--- config.mk ---
export PLATFORM = sky130hd
export DESIGN_NAME = quoted_token_splitter
export DESIGN_NICKNAME = d
export VERILOG_FILES = /design/src/hw/rtl/qts_pkg.sv /design/src/hw/rtl/qts_front.sv /design/src/hw/rtl/qts_fifo.sv /design/src/hw/rtl/qts_back.sv /design/src/hw/rtl/quoted_token_splitter.sv
export SDC_FILE = /design/constraint.sdc
export NUM_CORES = 1
export LEC_CHECK = 0
export ABC_AREA = 0
export BUFFER_PORTS_ARGS = -buffer_cell sky130_fd_sc_hd__buf_2
export CORE_ASPECT_RATIO = 0.5
export CORE_MARGIN = 10
export CORE_UTILIZATION = 38
export DETAILED_ROUTE_END_ITERATION = 6
export MAX_ROUTING_LAYER = met4
export PLACE_DENSITY_LB_ADDON = 0.1
export SETUP_SLACK_MARGIN = 0.02
export SLEW_MARGIN = 20
export SYNTH_ARGS = -nofsm -noshare
export SYNTH_HDL_FRONTEND = slang
export SYNTH_SLANG_ARGS = --single-unit
--- constraint.sdc ---
create_clock -name clk -period 10.59 [get_ports clk]
set_clock_uncertainty 0.1 [all_clocks]
set_input_delay 1.5885 -clock clk [delete_from_list [all_inputs] [get_ports clk]]
set_output_delay 1.5885 -clock clk [all_outputs]
set_load 0.1 [all_outputs]
--- src/hw/rtl/qts_pkg.sv ---
`timescale 1ns / 1ps
// Shared types, codes and helper functions for the quoted token splitter.
// No dependencies; every other file imports this package.
package qts_pkg;

  localparam int NUM_DELIMS = 4;
  localparam int BUNDLE_SLOTS = 3;

  // result kinds
  localparam logic [1:0] KIND_DATA   = 2'd0;
  localparam logic [1:0] KIND_TOKEN  = 2'd1;
  localparam logic [1:0] KIND_STRING = 2'd2;

  // special characters
  localparam logic [7:0] CH_END   = 8'h00;
  localparam logic [7:0] CH_SQ    = 8'h27;
  localparam logic [7:0] CH_DQ    = 8'h22;
  localparam logic [7:0] CH_BS    = 8'h5C;
  localparam logic [7:0] CH_PCT   = 8'h25;

  // configuration register indexes
  localparam logic [1:0] REG_DELIM_A = 2'd0;
  localparam logic [1:0] REG_DELIM_B = 2'd1;
  localparam logic [1:0] REG_DELIM_C = 2'd2;
  localparam logic [1:0] REG_DELIM_D = 2'd3;

  localparam logic [7:0] DELIM_A_RESET = 8'd47;

  typedef logic [NUM_DELIMS-1:0][7:0] delim_set_t;

  typedef enum logic [2:0] {
    CL_PLAIN = 3'd0,
    CL_SQ    = 3'd1,
    CL_DQ    = 3'd2,
    CL_BS    = 3'd3,
    CL_PCT   = 3'd4,
    CL_DELIM = 3'd5,
    CL_END   = 3'd6
  } char_class_t;

  typedef enum logic [5:0] {
    ST_PLAIN = 6'b000001,
    ST_SQ    = 6'b000010,
    ST_DQ    = 6'b000100,
    ST_ESC   = 6'b001000,
    ST_PCT   = 6'b010000,
    ST_PCT2  = 6'b100000
  } parse_state_t;

  // up to three results caused by one input word
  typedef struct packed {
    logic [1:0]                        last_idx;
    logic [BUNDLE_SLOTS-1:0][7:0]      bytes;
    logic [BUNDLE_SLOTS-1:0][1:0]      kinds;
  } bundle_t;

  function automatic char_class_t classify(input logic [7:0] b, input delim_set_t d);
    logic hit;
    hit = 1'b0;
    for (int i = 0; i < NUM_DELIMS; i++) begin
      if (b == d[i]) hit = 1'b1;
    end
    if (b == CH_END) return CL_END;
    if (b == CH_SQ)  return CL_SQ;
    if (b == CH_DQ)  return CL_DQ;
    if (b == CH_BS)  return CL_BS;
    if (b == CH_PCT) return CL_PCT;
    if (hit)         return CL_DELIM;
    return CL_PLAIN;
  endfunction

  // {valid, nibble}
  function automatic logic [4:0] hex_value(input logic [7:0] b);
    logic [7:0] t;
    t = 8'h00;
    if (b inside {[8'h30:8'h39]}) begin
      t = b - 8'h30;
      return {1'b1, t[3:0]};
    end
    if (b inside {[8'h41:8'h46]}) begin
      t = b - 8'h37;
      return {1'b1, t[3:0]};
    end
    if (b inside {[8'h61:8'h66]}) begin
      t = b - 8'h57;
      return {1'b1, t[3:0]};
    end
    return 5'd0;
  endfunction

endpackage

--- src/hw/rtl/qts_front.sv ---
`timescale 1ns / 1ps
// Front end: classifies each input word, runs the parse state machine and
// builds the bundle of results it causes. Depends on qts_pkg.
module qts_front (
  input  logic               clk,
  input  logic               rst_n,
  input  qts_pkg::delim_set_t delims,
  input  logic               in_valid,
  input  logic [7:0]         in_byte,
  output logic               in_ready,
  input  logic               q_full,
  output logic               push,
  output qts_pkg::bundle_t   push_bundle
);
  import qts_pkg::*;

  parse_state_t state_r, state_nxt, st_eff;
  logic [7:0]   held_r, held_nxt;
  char_class_t  cls;
  logic [4:0]   h1, h2;
  logic         done;
  logic [1:0]   pre_n;
  logic [7:0]   pre0, pre1;
  logic         tail_en;
  logic [7:0]   tail_b;
  logic [1:0]   tail_k;
  logic [1:0]   total;
  logic         accept;

  assign in_ready = ~q_full;
  assign accept   = in_valid & in_ready;
  assign cls      = classify(in_byte, delims);
  assign h1       = hex_value(held_r);
  assign h2       = hex_value(in_byte);

  always_comb begin
    st_eff    = state_r;
    state_nxt = state_r;
    held_nxt  = held_r;
    done      = 1'b0;
    pre_n     = 2'd0;
    pre0      = CH_PCT;
    pre1      = held_r;
    tail_en   = 1'b0;
    tail_b    = 8'h00;
    tail_k    = KIND_DATA;

    case (state_r)
      ST_PCT: begin
        if (cls == CL_PLAIN) begin
          held_nxt  = in_byte;
          state_nxt = ST_PCT2;
          done      = 1'b1;
        end else begin
          pre_n  = 2'd1;
          st_eff = ST_PLAIN;
        end
      end
      ST_PCT2: begin
        held_nxt = 8'h00;
        if (cls == CL_PLAIN) begin
          done      = 1'b1;
          state_nxt = ST_PLAIN;
          if (h1[4] && h2[4]) begin
            pre_n = 2'd1;
            pre0  = {h1[3:0], h2[3:0]};
          end else begin
            pre_n   = 2'd2;
            tail_en = 1'b1;
            tail_b  = in_byte;
          end
        end else begin
          pre_n  = 2'd2;
          st_eff = ST_PLAIN;
        end
      end
      ST_SQ, ST_DQ, ST_ESC, ST_PLAIN: st_eff = state_r;
      default: st_eff = ST_PLAIN;
    endcase

    if (!done) begin
      state_nxt = ST_PLAIN;
      if (cls == CL_END) begin
        tail_en = 1'b1;
        tail_k  = KIND_STRING;
      end else begin
        case (st_eff)
          ST_SQ: begin
            if (cls == CL_SQ) state_nxt = ST_PLAIN;
            else begin
              state_nxt = ST_SQ;
              tail_en   = 1'b1;
              tail_b    = in_byte;
            end
          end
          ST_DQ: begin
            if (cls == CL_DQ) state_nxt = ST_PLAIN;
            else begin
              state_nxt = ST_DQ;
              tail_en   = 1'b1;
              tail_b    = in_byte;
            end
          end
          ST_ESC: begin
            tail_en = 1'b1;
            tail_b  = in_byte;
          end
          default: begin
            case (cls)
              CL_SQ:    state_nxt = ST_SQ;
              CL_DQ:    state_nxt = ST_DQ;
              CL_BS:    state_nxt = ST_ESC;
              CL_PCT:   state_nxt = ST_PCT;
              CL_DELIM: begin
                tail_en = 1'b1;
                tail_k  = KIND_TOKEN;
              end
              default: begin
                tail_en = 1'b1;
                tail_b  = in_byte;
              end
            endcase
          end
        endcase
      end
    end
  end

  // pack prefix words and the tail word into consecutive slots
  always_comb begin
    total                = pre_n + {1'b0, tail_en};
    push_bundle          = '0;
    push_bundle.last_idx = total - 2'd1;
    push_bundle.bytes[0] = pre0;
    push_bundle.bytes[1] = pre1;
    case (pre_n)
      2'd0: begin
        push_bundle.bytes[0] = tail_b;
        push_bundle.kinds[0] = tail_k;
      end
      2'd1: begin
        push_bundle.bytes[1] = tail_b;
        push_bundle.kinds[1] = tail_k;
      end
      default: begin
        push_bundle.bytes[2] = tail_b;
        push_bundle.kinds[2] = tail_k;
      end
    endcase
  end

  assign push = accept & (total != 2'd0);

  always_ff @(posedge clk) begin
    if (!rst_n) begin
      state_r <= ST_PLAIN;
      held_r  <= 8'h00;
    end else if (accept) begin
      state_r <= state_nxt;
      held_r  <= held_nxt;
    end
  end

endmodule

--- src/hw/rtl/qts_fifo.sv ---
`timescale 1ns / 1ps
// Short queue of result bundles between front and back end.
// Depends on qts_pkg for the bundle type.
module qts_fifo #(
  parameter int Depth = 2
) (
  input  logic             clk,
  input  logic             rst_n,
  input  logic             push,
  input  qts_pkg::bundle_t push_data,
  input  logic             pop,
  output qts_pkg::bundle_t head,
  output logic             empty,
  output logic             full
);
  import qts_pkg::*;

  localparam int PtrW = (Depth > 1) ? $clog2(Depth) : 1;
  localparam int CntW = $clog2(Depth + 1);

  bundle_t             mem_r [Depth];
  logic [PtrW-1:0]     wr_ptr_r, rd_ptr_r;
  logic [CntW-1:0]     cnt_r;

  assign empty = (cnt_r == '0);
  assign full  = (cnt_r == CntW'(Depth));
  assign head  = mem_r[rd_ptr_r];

  function automatic logic [PtrW-1:0] bump(input logic [PtrW-1:0] p);
    return (p == PtrW'(Depth - 1)) ? '0 : p + 1'b1;
  endfunction

  always_ff @(posedge clk) begin
    if (push) mem_r[wr_ptr_r] <= push_data;
  end

  always_ff @(posedge clk) begin
    if (!rst_n) begin
      wr_ptr_r <= '0;
      rd_ptr_r <= '0;
      cnt_r    <= '0;
    end else begin
      if (push) wr_ptr_r <= bump(wr_ptr_r);
      if (pop)  rd_ptr_r <= bump(rd_ptr_r);
      if (push && !pop)      cnt_r <= cnt_r + 1'b1;
      else if (pop && !push) cnt_r <= cnt_r - 1'b1;
    end
  end

endmodule

--- src/hw/rtl/qts_back.sv ---
`timescale 1ns / 1ps
// Back end: walks the head bundle one result per cycle into the output
// register while the output is not stalled. Depends on qts_pkg.
module qts_back (
  input  logic             clk,
  input  logic             rst_n,
  input  qts_pkg::bundle_t head,
  input  logic             q_empty,
  output logic             pop,
  output logic             out_valid,
  input  logic             out_ready,
  output logic [7:0]       out_byte,
  output logic [1:0]       out_kind,
  output logic             out_last
);
  import qts_pkg::*;

  logic [1:0] idx_r, idx_nxt;
  logic       valid_r, valid_nxt;
  logic [7:0] byte_r;
  logic [1:0] kind_r;
  logic       last_r;
  logic       load, is_last;

  assign load      = ~q_empty & (~valid_r | out_ready);
  assign is_last   = (idx_r == head.last_idx);
  assign pop       = load & is_last;
  assign idx_nxt   = pop ? 2'd0 : (load ? idx_r + 2'd1 : idx_r);
  assign valid_nxt = load | (valid_r & ~out_ready);

  always_ff @(posedge clk) begin
    if (!rst_n) begin
      idx_r   <= 2'd0;
      valid_r <= 1'b0;
    end else begin
      idx_r   <= idx_nxt;
      valid_r <= valid_nxt;
    end
  end

  always_ff @(posedge clk) begin
    if (load) begin
      byte_r <= head.bytes[idx_r];
      kind_r <= head.kinds[idx_r];
      last_r <= is_last;
    end
  end

  assign out_valid = valid_r;
  assign out_byte  = byte_r;
  assign out_kind  = kind_r;
  assign out_last  = last_r;

endmodule

--- src/hw/rtl/quoted_token_splitter.sv ---
`timescale 1ns / 1ps
// Quoted token splitter: strips quotes and escapes, decodes percent-hex pairs.
// A result goes through the queue and the output register to reach out_valid.
// Throughput: one input word per cycle while the queue has room; the results of
// each word leave the single output register one per cycle while out_ready allows.
// Reset (synchronous, rst_n low): parse state plain, queue empty, delimiter A '/'.
// Depends on qts_pkg, qts_front, qts_fifo, qts_back.
module quoted_token_splitter #(
  parameter int QueueDepth = 2  // bundles between front and back, 2 or more
) (
  input  logic       clk,
  input  logic       rst_n,
  // configuration
  input  logic       cfg_wr_en,
  input  logic [1:0] cfg_index,
  input  logic [7:0] cfg_wdata,
  // input word channel
  input  logic       in_valid,
  output logic       in_ready,
  input  logic [7:0] in_byte,
  // result word channel
  output logic       out_valid,
  input  logic       out_ready,
  output logic [7:0] out_byte,
  output logic [1:0] out_kind,
  output logic       out_last
);
  import qts_pkg::*;

  delim_set_t delims_r;
  logic       q_push, q_pop, q_empty, q_full;
  bundle_t    push_bundle, q_head;

  // Delimiter registers; a zero entry never matches since a zero byte
  // classifies as end of string first.
  always_ff @(posedge clk) begin
    if (!rst_n) begin
      delims_r <= delim_set_t'({{((NUM_DELIMS - 1) * 8){1'b0}}, DELIM_A_RESET});
    end else if (cfg_wr_en) begin
      case (cfg_index)
        REG_DELIM_A: delims_r[REG_DELIM_A] <= cfg_wdata;
        REG_DELIM_B: delims_r[REG_DELIM_B] <= cfg_wdata;
        REG_DELIM_C: delims_r[REG_DELIM_C] <= cfg_wdata;
        REG_DELIM_D: delims_r[REG_DELIM_D] <= cfg_wdata;
        default: delims_r <= delims_r;
      endcase
    end
  end

  // Front: take a word whenever the queue has room, classify it and
  // advance the parse state. Words that cause no result push nothing.
  qts_front u_front (
    .clk        (clk),
    .rst_n      (rst_n),
    .delims     (delims_r),
    .in_valid   (in_valid),
    .in_byte    (in_byte),
    .in_ready   (in_ready),
    .q_full     (q_full),
    .push       (q_push),
    .push_bundle(push_bundle)
  );

  // Queue: lets the front keep taking words while a burst drains.
  qts_fifo #(
    .Depth(QueueDepth)
  ) u_fifo (
    .clk      (clk),
    .rst_n    (rst_n),
    .push     (q_push),
    .push_data(push_bundle),
    .pop      (q_pop),
    .head     (q_head),
    .empty    (q_empty),
    .full     (q_full)
  );

  // Back: one result per cycle unless stalled; drop the bundle after its last.
  qts_back u_back (
    .clk      (clk),
    .rst_n    (rst_n),
    .head     (q_head),
    .q_empty  (q_empty),
    .pop      (q_pop),
    .out_valid(out_valid),
    .out_ready(out_ready),
    .out_byte (out_byte),
    .out_kind (out_kind),
    .out_last (out_last)
  );

  // A marker always closes the results of its input word.
  a_marker_last: assert property (@(posedge clk) disable iff (!rst_n)
    out_valid && (out_kind != KIND_DATA) |-> out_last)
    else $error("marker result not flagged last");

  // Markers carry a zero byte.
  a_marker_zero: assert property (@(posedge clk) disable iff (!rst_n)
    out_valid && (out_kind != KIND_DATA) |-> (out_byte == 8'h00))
    else $error("marker result with nonzero byte");

  // A result only appears when the queue held a bundle in the cycle before.
  a_out_from_queue: assert property (@(posedge clk) disable iff (!rst_n)
    $rose(out_valid) |-> $past(!q_empty))
    else $error("result appeared without a queued bundle");

endmodule

==> reports/results.txt <==
Final worst slack: 5.34 ns
Largest net degree at the start of global routing: 43
Max Fclk: 0.190 GHz
Vias in the first global route: 4055
CP max stage cell: o21ai_1
R2r startpoint: u_front.held_r[0]
Slowest stage delay, CP: 0.49 ns
Clock Path Buffers: 2
WP buf/inv: 5
Max transition margin: 0.330
Root buffer cell: clkbuf_16
Multiplexer share of the synthesized area: 0.0958
Worst Path Required: 10.55 ns
Hold Startpoint: delims_r[4]
Ys flop type: edfxtp_1
Register area share after synthesis: 0.536
# IOs: 36
FFs w/ async S/R, synth: 0
CP delay by family, top: buffers and inverters
Crit. End Element: flip-flop
Crit path launch: in_byte[0]
Max-cap violations: 0
Hold Crit Class: reg2reg
Vias post-DR: 4181
First-pass GRT wire length: 22900 um
Final core occ: 0.456
Row cnt: 32
Peak VDD IR: 0.124 mV
PwrDens: 245 nW/um^2
Slew @ Worst Pin: 1.00 ns
Die area: 22200 um^2
Syn avg cell area: 11.5 um^2
Port Buf Inserts: 35
Main combinational cell family by area after synthesis: simple AND/OR/NAND/NOR gates
Kind of critical path: in2reg
Die Ht: 110 um
Yosys reg bits: 129
Setup crit start kind: input port
Antenna violations before repair: 0
DR vias/cell: 5.21
DR pass1 iterations: 4
Status: completed
Synth Area in Adders: 0.0241
Core Area: 15700 um^2
Initial core utilization: 0.395
Sink Count: 129
EDFF count, synth: 75
Routed length per instance: 18.1 um
RSZ-0062 raised after global routing: no
Min Tclk post-route: 5.25 ns
Cell count after synthesis: 539
Mapped Area: 6220 um^2
Xor/xnor cell area share of the yosys netlist: 0.0592
Fin nets: 603
Fillers: 1479
Fin. max-slew vios: 0
CTS tree: built
Critical path peak fanout: 32
Cts bufs inserted: 17
Die W: 201 um
Hpwl dp: 9940 um
CP arrival: 5.22 ns
Leak: 2.72 nW
Hold Fails Final Rpt: 0
Worst-path clk slew: 0.06 ns
Hold-fix buffers, CTS: 0
Post-CTS Setup Inserts: 0
Final routed DRC violation total: 0
Antenna cell count: 0
RD Place Congestion: 0.841
Final ANT Viol Nets: 0
Final setup fails: 0
Simple-Gate Fraction of Synth Area: 0.152
Distinct cell type count of the synthesized netlist: 64
Syn_nets: 574
GRT Total Usage: 0.133
Complex-gate fraction of the synthesized area: 0.0962
Fraction of layout cells with a size suffix above 1: 0.169
Global route overflow: 0
Resized cells post-CTS: 0
H-tree depth: 4
Synth Warn #: 0
Pre-CTS WS: 4.91 ns
Final wirelength: 14500 um
Worst path cell trace: buf_2, inv_1, ha_1, nor2_1, o21ai_0, and3_1, o22a_1, and4_1, o21ai_1, inv_1, ha_1, inv_1, ha_1, nor2_1, and2_1, buf_4
Clk_lat worst skew: 0.41 ns
First DRT Iteration DRCs: 299
P&R area growth vs syn: 15.3%
Final period utilization: 0.496
Total Power: 1.76 mW
Setup TNS: 0 ns
per-stage QoR:
step | area, um^2 | hold slack (ns) | std cells
2_1_floorplan | 6220 | 0.349 | 539
3_3_place_gp | 6550 | 0.356 | 770
3_5_place_dp | 6550 | 0.359 | 770
4_1_cts | 7170 | 0.368 | 802
5_1_grt | 7170 | 0.379 | 802
6_report | 7170 | 0.364 | 802
final cells by class:
cell class / instances / area (um^2) / area share
sequential: 129 / 3330 / 0.465
clock buffer: 17 / 425 / 0.0593
multi-input combinational: 361 / 2660 / 0.371
tap: 221 / 277 / 0.0386
inverter: 20 / 75.1 / 0.0105
clock inverter: 15 / 194 / 0.0270
timing repair buffer: 39 / 205 / 0.0286
kinds of logic (layout without fill, tap and decap cells):
logic type,after synthesis,after routing
simple gates,176,176
flops,129,129
mux,47,47
xor+xnor,42,42
compound gates,84,84
fa+ha+maj,12,12
buf+inv,49,91
sequential cells by signal, indices dropped and copies added, names as in the netlist, 2 cells and up, named ones only:
register and cells:
u_fifo.mem_r 64, delims_r 32, u_back.out_byte 8, u_front.held_r 8, u_front.state_r 6, u_back.idx_r 2, u_back.out_kind 2, u_fifo.cnt_r 2
worst reg2reg max path, cell delays in order (launching register included):
cell       delay [ns]
dfxtp_1          0.48
inv_1            0.14
ha_1             0.26
o21bai_4         0.17
a2111oi_4        0.12
o22a_1           0.35
and4_1           0.24
o21ai_1          0.49
inv_1            0.10
ha_1             0.30
inv_1            0.06
ha_1             0.22
nor2_1           0.22
and2_1           0.16
buf_4            0.37
layout by cell type, fill, tap and decap left out, drive strengths merged, types with 4 or more instances in the layout:
cell | Yosys | layout
a31oi | 4 | 4
clkbuf | 13 | 17
dfxtp | 54 | 54
nand2b | 7 | 7
ha | 12 | 12
nor4 | 5 | 5
xnor2 | 38 | 38
xor2 | 4 | 4
and4 | 5 | 5
nor3 | 9 | 9
o21ai | 15 | 15
nor2 | 56 | 56
a22o | 10 | 10
and2 | 15 | 15
nand2 | 27 | 27
mux2i | 37 | 37
a21oi | 22 | 22
and3 | 4 | 4
o22ai | 13 | 13
buf | 16 | 39
clkinv | 1 | 5
nand3 | 12 | 12
mux4 | 10 | 10
nand4 | 15 | 15
edfxtp | 75 | 75
nor2b | 5 | 5
inv | 19 | 26
cell usage after synthesis, drive strengths merged (3+ instances only):
library cell	count	area, um^2
a21oi	22	110
a22o	10	87.6
a31oi	4	25.0
and2	15	93.8
and3	4	25.0
and4	5	46.3
buf	16	108
clkbuf	13	48.8
dfxtp	54	1080
edfxtp	75	2250
ha	12	150
inv	19	71.3
mux2i	37	370
mux4	10	225
nand2	27	106
nand2b	7	43.8
nand3	12	60.1
nand3b	3	22.5
nand4	15	93.8
nor2	56	225
nor2b	5	31.3
nor3	9	50.1
nor3b	3	27.5
nor4	5	31.3
o21ai	15	75.1
o22ai	13	81.3
or3	3	18.8
xnor2	38	333
xor2	4	35.0
power breakdown:
group | internal, mW | total [mW] | switching [mW] | leakage [nW]
Clock | 0.378 | 0.624 | 0.246 | 0.301
Combinational | 0.131 | 0.471 | 0.339 | 1.26
Sequential | 0.627 | 0.663 | 0.0357 | 1.16
Total | 1.14 | 1.76 | 0.621 | 2.72
routing by layer:
metal / GRT usage / part of all wire
met1: 0.191 / 0.53
met2: 0.182 / 0.42
met3: 0.0282 / 0.041
met4: 0.0419 / 0.011
met5: - / 0
path summary, 6_finish.rpt:
| path | to | slack, ns | cells after the start |
|---|---|---|---|
| worst max-delay path | u_fifo.mem_r[1][10] | 5.34 | 16 |
| worst max register to register | u_fifo.mem_r[1][10] | 6.46 | 14 |
| worst min-delay path | delims_r[4] | 0.36 | 2 |
| worst min register to register | delims_r[4] | 0.36 | 2 |
No activity file was read; power rests on OpenSTA's default activity.
